--- config.mk ---
export PLATFORM = sky130hd
export DESIGN_NAME = gtg_cell
export DESIGN_NICKNAME = d
export VERILOG_FILES = /design/src/sv/gtg_pkg.sv /design/src/sv/gtg_cell.sv
export SDC_FILE = /design/constraint.sdc
export NUM_CORES = 1
export LEC_CHECK = 0
export CORE_MARGIN = 1.5
export CORE_UTILIZATION = 39
export DETAILED_ROUTE_END_ITERATION = 6
export DONT_BUFFER_PORTS = 1
export SLEW_MARGIN = 20
export SYNTH_ARGS = -nofsm -noshare
export SYNTH_HDL_FRONTEND = slang
export SYNTH_SLANG_ARGS = --single-unit
--- constraint.sdc ---
create_clock -name clock -period 8.2 [get_ports clock]
set_input_delay 0.82 -clock clock [delete_from_list [all_inputs] [get_ports clock]]
set_output_delay 0.82 -clock clock [all_outputs]
set_load 0.05 [all_outputs]
--- src/sv/gtg_pkg.sv ---
// ----------------------------------------------------------------------------
// gtg_pkg: shared types and constants for go-to-goal steering
// Holds payload structs, register indexes, fixed-point constants and the
// arctangent table used by the cordic cells.
// ----------------------------------------------------------------------------
package gtg_pkg;

   localparam int CordicStepsDefault = 16;
   localparam int AtanLen = 24;

   // angle accumulator: q24 with enough integer bits for +-pi plus margin
   localparam int ZW = 28;
   // cordic x/y: 17 bit offsets times 2^14, plus growth
   localparam int XYW = 34;
   localparam int DistW = 19;
   localparam int SqW = 35;

   localparam logic signed [ZW-1:0] PiQ24 = 28'sd52707179;
   localparam logic signed [17:0] PiQ13 = 18'sd25736;
   localparam logic signed [17:0] TwoPiQ13 = 18'sd51472;

   typedef enum logic [2:0] {
      REG_GOAL_X = 3'd0,
      REG_GOAL_Y = 3'd1,
      REG_LIN_GAIN = 3'd2,
      REG_ANG_GAIN = 3'd3,
      REG_DIST_THR = 3'd4,
      REG_ANG_THR = 3'd5
   } reg_index_type;

   typedef struct packed {
      logic signed [15:0] pose_x;
      logic signed [15:0] pose_y;
      logic signed [15:0] pose_heading;
   } req_type;

   typedef struct packed {
      logic [15:0] linear_speed;
      logic signed [15:0] angular_speed;
      logic reached;
   } rsp_type;

   // data moved from cell to cell
   typedef struct packed {
      logic valid;
      logic signed [XYW-1:0] x;
      logic signed [XYW-1:0] y;
      logic signed [ZW-1:0] z;
      logic zero;
      logic signed [15:0] heading;
      logic [DistW-1:0] root;
      logic [SqW-1:0] sq;
   } cell_type;

   function automatic logic signed [ZW-1:0] atan_q24(input int i);
      logic signed [ZW-1:0] t;
      case (i)
         0: t = 28'sd13176795;
         1: t = 28'sd7778716;
         2: t = 28'sd4110060;
         3: t = 28'sd2086331;
         4: t = 28'sd1047214;
         5: t = 28'sd524117;
         6: t = 28'sd262123;
         7: t = 28'sd131069;
         default: t = (i < AtanLen) ? ZW'(28'sd16777216 >>> i) : '0;
      endcase
      return t;
   endfunction

endpackage

--- src/sv/gtg_cell.sv ---
// ----------------------------------------------------------------------------
// gtg_cell: one cordic rotation step and, with DoRoot set, one square root bit step
// Registered; hands its item to the next cell every cycle.
// ----------------------------------------------------------------------------
module gtg_cell import gtg_pkg::*; #(
   parameter int Step = 0,
   parameter int RootBit = 0,
   parameter bit DoRoot = 1'b1
) (
   input  logic clock,
   input  logic reset,
   input  cell_type cell_i,
   output cell_type cell_o
);

   cell_type cell_ff, cell_in;
   logic signed [XYW-1:0] xs, ys;
   logic [DistW-1:0] cand;
   logic [2*DistW-1:0] trial;

   always_comb begin
      cell_in = cell_i;
      xs = cell_i.x >>> Step;
      ys = cell_i.y >>> Step;
      // rotate towards the x axis
      if (cell_i.y > 0) begin
         cell_in.x = cell_i.x + ys;
         cell_in.y = cell_i.y - xs;
         cell_in.z = cell_i.z + atan_q24(Step);
      end else begin
         cell_in.x = cell_i.x - ys;
         cell_in.y = cell_i.y + xs;
         cell_in.z = cell_i.z - atan_q24(Step);
      end
      // one bit of the integer square root, squared at full width
      cand = cell_i.root | DistW'(1 << RootBit);
      trial = '0;
      if (DoRoot) begin
         trial = (2*DistW)'(cand) * (2*DistW)'(cand);
         if (trial <= (2*DistW)'(cell_i.sq)) cell_in.root = cand;
      end
   end

   always_ff @(posedge clock) begin
      if (reset) begin
         cell_ff <= '0;
      end else begin
         cell_ff <= cell_in;
      end
   end

   assign cell_o = cell_ff;

endmodule

==> results of run 1 <==
==> cell usage after synthesis (6+ instances only) <==
cell type	count	area, um^2
mux2i_1	17	170
ha_1	285	3570
a31oi_1	23	144
o21a_1	16	120
nor2b_1	43	269
a21boi_0	9	67.6
o211ai_1	22	165
xor2_1	31	272
o31ai_1	13	97.6
a311oi_1	6	52.6
mux2_2	6	67.6
fa_1	255	5100
buf_1	10	37.5
xnor2_1	78	683
clkbuf_1	79	297
and4_1	9	78.8
a21oi_1	177	886
nor3_1	32	160
or2_2	21	131
nand4_1	14	87.6
dfxtp_1	167	3340
nand3_1	21	105
or3_1	13	81.3
nor4_1	14	87.6
o21bai_1	28	210
and3_1	8	50.1
o22ai_1	7	43.8
nor2_1	323	1210
o21ai_0	90	450
nand2b_1	26	163
o31a_1	7	61.3
o311ai_0	11	96.3
inv_1	513	1930
a21o_1	46	345
a211oi_1	23	173
and2_1	25	156
nand2_1	157	589
a2111oi_0	6	52.6
==> kinds of logic after synthesis <==
| logic type | share of synthesized area |
|---|---|
| adder cells (fa/ha/maj) | 0.387 |
| buffers and inverters | 0.104 |
| AO/OA/AOI/OAI | 0.158 |
| AND/OR/NAND/NOR | 0.148 |
| multiplexers | 0.0113 |
| XOR/XNOR | 0.0426 |
| flip-flops | 0.149 |
==> cells in the final DEF, fill, tap and decap left out, drive strengths merged, types with 16 or more instances in the layout <==
master	instances
o211ai	22
dfxtp	167
a21oi	178
nor3	32
nand2	157
xnor2	78
o21ai	95
a31oi	23
mux2i	17
o21a	16
fa	255
a21o	46
or2	21
ha	285
nand3	21
buf	95
nor2	323
xor2	31
inv	524
nor2b	43
o21bai	28
a211oi	23
clkbuf	18
nand2b	26
and2	25
==> final cells by class <==
class,count,share of cell area
Sequential cell,167,0.137
Timing Repair Buffer,95,0.0298
Clock buffer,18,0.0176
Inverter,522,0.0808
Clock inverter,14,0.00617
Multi-Input combinational cell,1940,0.689
Tap cell,756,0.0389
==> metal layers <==
metal,vias to the layer above,share of wire,track usage,wire length (um)
met5,-,0.00031,0,22
met4,4,0.033,0.0844,2320
met3,121,0.075,0.0588,5260
met2,717,0.46,0.397,32700
met1,9271,0.43,0.310,30000
li1,8873,-,-,-
==> repair_timing <==
item	CTS	global route
setup endpoints to repair	0	1
buffers inserted	0	0
gates resized for setup	0	11
==> critical path, delay by kind of cell <==
family / cells / cell delay [ps]
and+or+nand+nor: 6 / 690
xor gates and xnor gates: 1 / 200
buffers and inverters: 6 / 640
adders and majority gates: 8 / 3850
AOI/OAI and AO/OA: 11 / 1910
==> final timing paths <==
check,endpoint,depth (start not counted)
worst max-delay path,cell_o[35],32
worst min-delay path,cell_o[71],1
==> through the flow <==
stage / instance area, um^2 / setup WS (ps) / TNS (ps)
6_report: 24300 / 530 / 0
3_3_place_gp: 23700 / -108 / -108
4_1_cts: 24300 / 286 / 0
5_1_grt: 24300 / 6.87 / 0
2_1_floorplan: 22400 / 28.2 / 0
3_5_place_dp: 23700 / -241 / -241
==> out/results.ini, run 1 <==
[run_status]
status=completed

[clocking]
cts.sinks=167
h-tree-depth=4
cts_tree=done
clk_pin_slew_worst_paths_ps=100
cts-buffers-inserted=17
ctsLongestPathBuffers=2
root_buffer=clkbuf_16
holdBufCountCts=0

[worst_setup_path]
path_common_cell=fa_1
crit_fanout=9
path_class=input pin to flop
crit_path_max_incr_delay_ps=600
cpMaxStageDelayCell=fa_1
crit_arrival_ps=8120
required_ps=8650
crit_path_start=cell_i[45]
worst_setup_path_end_kind=flop
cp-start-kind=input pin

[global_routing]
grt_pass1_vias=19500
antenna_found_initial=3
gr-usage-all-layers=0.242
grt_pass1_wl_mm=111
grt-ovfl-total=0
grt_max_degree=174

[sta]
max_freq_mhz=130
layout_worst_path_cycle_share=0.935
fin_crit_ps=7670
finalSetupViolations=0
slew_headroom=0.248
hold_viol=0
tightestPinTransition_ps=1130
rsz0062_at_grt=false
slew_viol_final=0
worst_hold_slack_ps=387

[detailed_routing]
drt_first_pass_iters=6
wirelength_mm=70.3
wl_per_cell_um=20.0
antenna_left=0
viasPerCell=5.41
drcViolationCount=0
first_iter_violations=1229
vias=19000

[placed_design]
dpl.hpwl_mm=58.0
gp_congestion=0.965
port_buffers=0
placedCellCount=3480

[floorplanning]
rows=87
coreArea_um2=56600
design.die.area_um2=58900
initial_core_util=0.396
pin_count=338
die_w_um=243
die_y_um=243

[worst_hold_path]
hold_path_class=input pin to flop
min-delay-start=cell_i[71]

[job]
drv_cap=0

[yosys]
syn_inst=2724
syn_avg_cell_area_um2=8.22
yosysWarningCount=0
synth.distinct_cells=79
synth-seq-area-share=0.149
synth-edff-count=0
ys_ff_latch=167
syn_area_um2=22400
async_flop_share=0
synth_ff_type=dfxtp_1
synth_nets=3434

[layout]
nets=3453
n_fill_cell=5746
area_growth_pct=8.60
multi_input_area_um2=16800
drive_gt1_frac=0.0660
antenna_cells=0
largest_reg_flops=167
stdcell_count=3512
finish.utilization=0.430
regArea_um2=3340

Power of run 1 is left out: the tool's default activity adds up to more than one toggle a clock period on the data nets, which glitch-free logic cannot reach.
==> inputs of run 2 (changes only) <==
--- a/config.mk
+++ b/config.mk
@@ -6,9 +6,10 @@
 export NUM_CORES = 1
 export LEC_CHECK = 0
 export CORE_MARGIN = 1.5
-export CORE_UTILIZATION = 39
+export CORE_UTILIZATION = 45
 export DETAILED_ROUTE_END_ITERATION = 6
 export DONT_BUFFER_PORTS = 1
+export MAX_ROUTING_LAYER = met4
 export SLEW_MARGIN = 20
 export SYNTH_ARGS = -nofsm -noshare
 export SYNTH_HDL_FRONTEND = slang
==> out/results.ini, run 2 (synthesis gave the netlist of run 1 again) <==
[run_status]
status=completed  ; unchanged

[layout]
final_common_cell=inv_1  ; unchanged
n_fill_cell=4864  ; was 5746
final_cell_mix=inv_1, nor2_1, ha_1  ; unchanged
area_growth_pct=8.49  ; was 8.60%
drive_gt1_frac=0.0673  ; was 0.0660
nets=3459  ; was 3453
largest_reg_flops=167  ; unchanged

[placed_design]
dpl.hpwl_mm=58.1  ; was 58.0 mm
gp_congestion=1.00  ; was 0.965
port_buffers=0  ; unchanged

[detailed_routing]
first_iter_violations=1330  ; was 1229
wirelength_mm=70.1  ; was 70.3 mm
met2WireLength_mm=32.8  ; was 32.7 mm
antenna_left=0  ; unchanged
wl_per_cell_um=20.4  ; was 20.0 um
drt_first_pass_iters=5  ; was 6
met1_length_mm=29.8  ; was 30.0 mm
viasPerCell=5.50  ; was 5.41
drcViolationCount=0  ; unchanged
vias=18900  ; was 19000
route.met3.wl_mm=5.53  ; was 5.26 mm
top_layer=met4  ; was met5

[clocking]
root_buffer=clkbuf_16  ; unchanged
h-tree-depth=4  ; unchanged
ctsLongestPathBuffers=2  ; unchanged
clk_pin_slew_worst_paths_ps=70  ; was 100 ps
cts_tree=done  ; unchanged
holdBufCountCts=0  ; unchanged
cts.repair.resized=0  ; unchanged
cts-buffers-inserted=17  ; unchanged
cts.sinks=167  ; unchanged
post-cts-setup-buffer-count=0  ; unchanged

[floorplanning]
die_w_um=226  ; was 243 um
design.die.area_um2=51100  ; was 58900 um^2
coreArea_um2=49100  ; was 56600 um^2
die_y_um=226  ; was 243 um
pin_count=338  ; unchanged
initial_core_util=0.457  ; was 0.396
rows=81  ; was 87

[worst_setup_path]
crit_path_start=cell_i[41]  ; was cell_i[45]
required_ps=8630  ; was 8650 ps
path_class=input pin to flop  ; unchanged
crit_arrival_ps=8200  ; was 8120 ps
cpMaxStageDelayCell=fa_1  ; unchanged
crit_path_max_incr_delay_ps=550  ; was 600 ps
path_common_cell=inv_1  ; was fa_1
cp-start-kind=input pin  ; unchanged
crit_fanout=11  ; was 9
worst_setup_path_end_kind=flop  ; unchanged

[global_routing]
gr-usage-all-layers=0.289  ; was 0.242
grt_max_degree=174  ; unchanged
antenna_found_initial=2  ; was 3
grt_pass1_wl_mm=109  ; was 111 mm
grt-ovfl-total=0  ; unchanged
grt_pass1_vias=19300  ; was 19500

[sta]
fin_crit_ps=7770  ; was 7670 ps
slew_viol_final=0  ; unchanged
fin_tns_setup_ps=0  ; unchanged
layout_worst_path_cycle_share=0.948  ; was 0.935
max_freq_mhz=129  ; was 130 MHz
finalSetupViolations=0  ; unchanged
tightestPinTransition_ps=1080  ; was 1130 ps
slew_headroom=0.259  ; was 0.248
hold_viol=0  ; unchanged

[worst_hold_path]
min-delay-start=cell_i[71]  ; unchanged
hold_path_class=input pin to flop  ; unchanged

[job]
drv_cap=0  ; unchanged

-- run 2: cell types whose count changed in the layout (fill, tap and decap cells not counted), sizes merged --
cell | previous run | this run
buf | 95 | 101
diode | 0 | 2
clkinv | 9 | 6
clkinvlp | 3 | 1
clkbuf | 18 | 19
bufinv | 0 | 4
-- run 2: stage by stage --
| stage | instances | setup WS [ps] | hold WS, ps | instance area [um^2] | utilization |
|---|---|---|---|---|---|
| finish | 3428 | 427 | 378 | 24300 | 0.495 |
| global placement | 3394 | -158 | 895 | 23600 | 0.482 |
| floorplan | 2724 | 28.2 | 892 | 22400 | - |
| CTS | 3426 | 256 | 350 | 24300 | 0.495 |
| detailed placement | 3394 | -289 | 894 | 23600 | 0.482 |
| global route | 3428 | -32.1 | 367 | 24300 | 0.495 |
-- run 2: final timing paths --
path / endpoint / slack [ps] / cells after the start
max: cell_o[35] / 430 / 34
min: cell_o[71] / 380 / 1
-- run 2: cell type report --
class	count	area, um^2	area share
antenna	2	5.00	0.000206
sequential	167	3340	0.138
inverter	522	1960	0.0807
clock inverter	13	205	0.00844
timing repair buffer	101	758	0.0312
tap	664	831	0.0342
clock buffer	19	433	0.0178
multi-input combinational	1940	16800	0.690
-- run 2: critical path, delay by kind of cell --
| family | cells | cell delay [ps] |
|---|---|---|
| compound gates | 13 | 2370 |
| buf+inv | 7 | 460 |
| xor+xnor | 1 | 160 |
| fa+ha+maj | 8 | 3700 |
| simple gates | 5 | 680 |
-- run 2: routing by layer --
| metal | global-route usage | vias up |
|---|---|---|
| met5 | - | - |
| met1 | 0.362 | 9166 |
| met3 | 0.0670 | 98 |
| li1 | - | 8885 |
| met2 | 0.459 | 717 |
| met4 | 0.0940 | 0 |
Power of run 2 is left out for the same reason.
==> inputs of run 3 (changes only) <==
==> constraint.sdc (replaced) <==
create_clock -name clock -period 9.2 [get_ports clock]
set_input_delay 0.92 -clock clock [delete_from_list [all_inputs] [get_ports clock]]
set_output_delay 0.92 -clock clock [all_outputs]
set_load 0.05 [all_outputs]
==> out/results.ini, run 3 (synthesis gave the netlist of run 1 again) <==
[global_routing]
gr-usage-all-layers=0.289  ; about the same
grt-ovfl-total=0  ; unchanged
grt_pass1_wl_mm=109  ; about the same
grt_max_degree=174  ; unchanged
antenna_found_initial=1  ; was 2
grt_pass1_vias=18900  ; was 19300

[detailed_routing]
viasPerCell=5.58  ; was 5.50
met1_length_mm=30.6  ; was 29.8 mm
wirelength_mm=70.5  ; was 70.1 mm
route.met3.wl_mm=5.46  ; was 5.53 mm
wl_per_cell_um=21.1  ; was 20.4 um
drcViolationCount=0  ; unchanged
antenna_left=0  ; unchanged
drt_first_pass_iters=5  ; unchanged
first_iter_violations=1346  ; was 1330
top_layer=met4  ; unchanged
vias=18700  ; was 18900
met2WireLength_mm=32.9  ; was 32.8 mm

[pwr]
power_density_nw_per_um2=457
power.leakage_nw=11.8
peakVddDrop_v=0.000501

[sta]
layout_worst_path_cycle_share=0.925
fin_crit_ps=8510
finalSetupViolations=0  ; unchanged
tightestPinTransition_ps=1060  ; was 1080 ps
max_freq_mhz=117
fin_tns_setup_ps=0  ; unchanged
slew_headroom=0.278  ; was 0.259
setup_ws_ps=688  ; was 427 ps
rsz0062_at_grt=false
slew_viol_final=0  ; unchanged
hold_viol=0  ; unchanged

[clocking]
cts-buffers-inserted=17  ; unchanged
ctsLongestPathBuffers=2  ; unchanged
root_buffer=clkbuf_16  ; unchanged
cts.sinks=167  ; unchanged
holdBufCountCts=0  ; unchanged
cts_tree=done  ; unchanged
h-tree-depth=4  ; unchanged
clk_pin_slew_worst_paths_ps=70  ; about the same
post-cts-setup-buffer-count=0  ; unchanged
cts.repair.resized=0  ; unchanged

[layout]
final_area_um2=23600  ; was 24300 um^2
drive_gt1_frac=0.0358  ; was 0.0673
nets=3376  ; was 3459
final_cell_mix=inv_1, nor2_1, ha_1  ; unchanged
largest_reg_flops=167  ; unchanged
area_growth_pct=5.40  ; was 8.49%
final_common_cell=inv_1  ; unchanged

[worst_setup_path]
required_ps=9620  ; was 8630 ps
cpMaxStageDelayCell=fa_1  ; unchanged
crit_path_max_incr_delay_ps=540  ; was 550 ps
path_class=input pin to flop  ; unchanged
crit_arrival_ps=8940  ; was 8200 ps
path_common_cell=inv_1  ; unchanged
worst_setup_path_end_kind=flop  ; unchanged
crit_fanout=10  ; was 11
cp-start-kind=input pin  ; unchanged

[floorplanning]
initial_core_util=0.457  ; unchanged
rows=81  ; unchanged
design.die.area_um2=51100  ; unchanged
coreArea_um2=49100  ; unchanged
pin_count=338  ; unchanged
die_w_um=226  ; unchanged
die_y_um=226  ; unchanged

[placed_design]
gp_congestion=0.984  ; was 1.00
port_buffers=0  ; unchanged
dp_slack_ps=241  ; was -289 ps
dpl_cell_area_um2=23000  ; was 23600 um^2
dpl.hpwl_mm=58.3  ; was 58.1 mm

[run_status]
status=completed  ; unchanged

[worst_hold_path]
hold_path_class=input pin to flop  ; unchanged

[job]
drv_cap=0  ; unchanged

==> run 3: layout make-up <==
cell class,count,area [um^2]
flip-flops and latches,167,3340
clock inverters,12,154
multi-input cells,1940,16700
diodes,1,2.50
fillers,4857,25400
well taps,664,831
clock buffers,20,457
inverters,522,1960
repair buffers,18,135
==> run 3: power breakdown <==
group / switching, W / total, W / internal (W)
clock: 0.000352 / 0.000775 / 0.000424
combinational: 0.00515 / 0.00890 / 0.00376
sequential: 0.000316 / 0.00112 / 0.000801
==> run 3: critical path, delay by kind of cell <==
kind / cells / cell delay [ps]
AO/OA/AOI/OAI: 13 / 2870
buffers and inverters: 7 / 520
XOR/XNOR: 1 / 160
adder cells (fa/ha/maj): 8 / 3730
AND/OR/NAND/NOR: 5 / 720
==> run 3: worst paths after layout <==
check | start | depth (start not counted) | slack (ps) | endpoint
setup / recovery | cell_i[43] | 34 | 690 | cell_o[35]
hold / removal | cell_i[71] | 1 | 500 | cell_o[71]
==> run 3: per-stage QoR <==
stage,util,total power (W),std cells,hold slack (ps)
final,0.481,0.0108,3344,495
after global placement,0.469,0.00984,3311,994
after floorplan,-,0.00783,2724,992
after CTS,0.481,0.0108,3343,457
after global routing,0.481,0.0121,3344,461
after detailed placement,0.469,0.00996,3311,997
==> run 3: routing by layer <==
layer	up-vias	GRT usage
met5	-	-
met4	0	0.0738
met3	93	0.0738
met2	677	0.452
met1	9184	0.374
li1	8709	-
No activity file was read; power rests on OpenSTA's default activity.
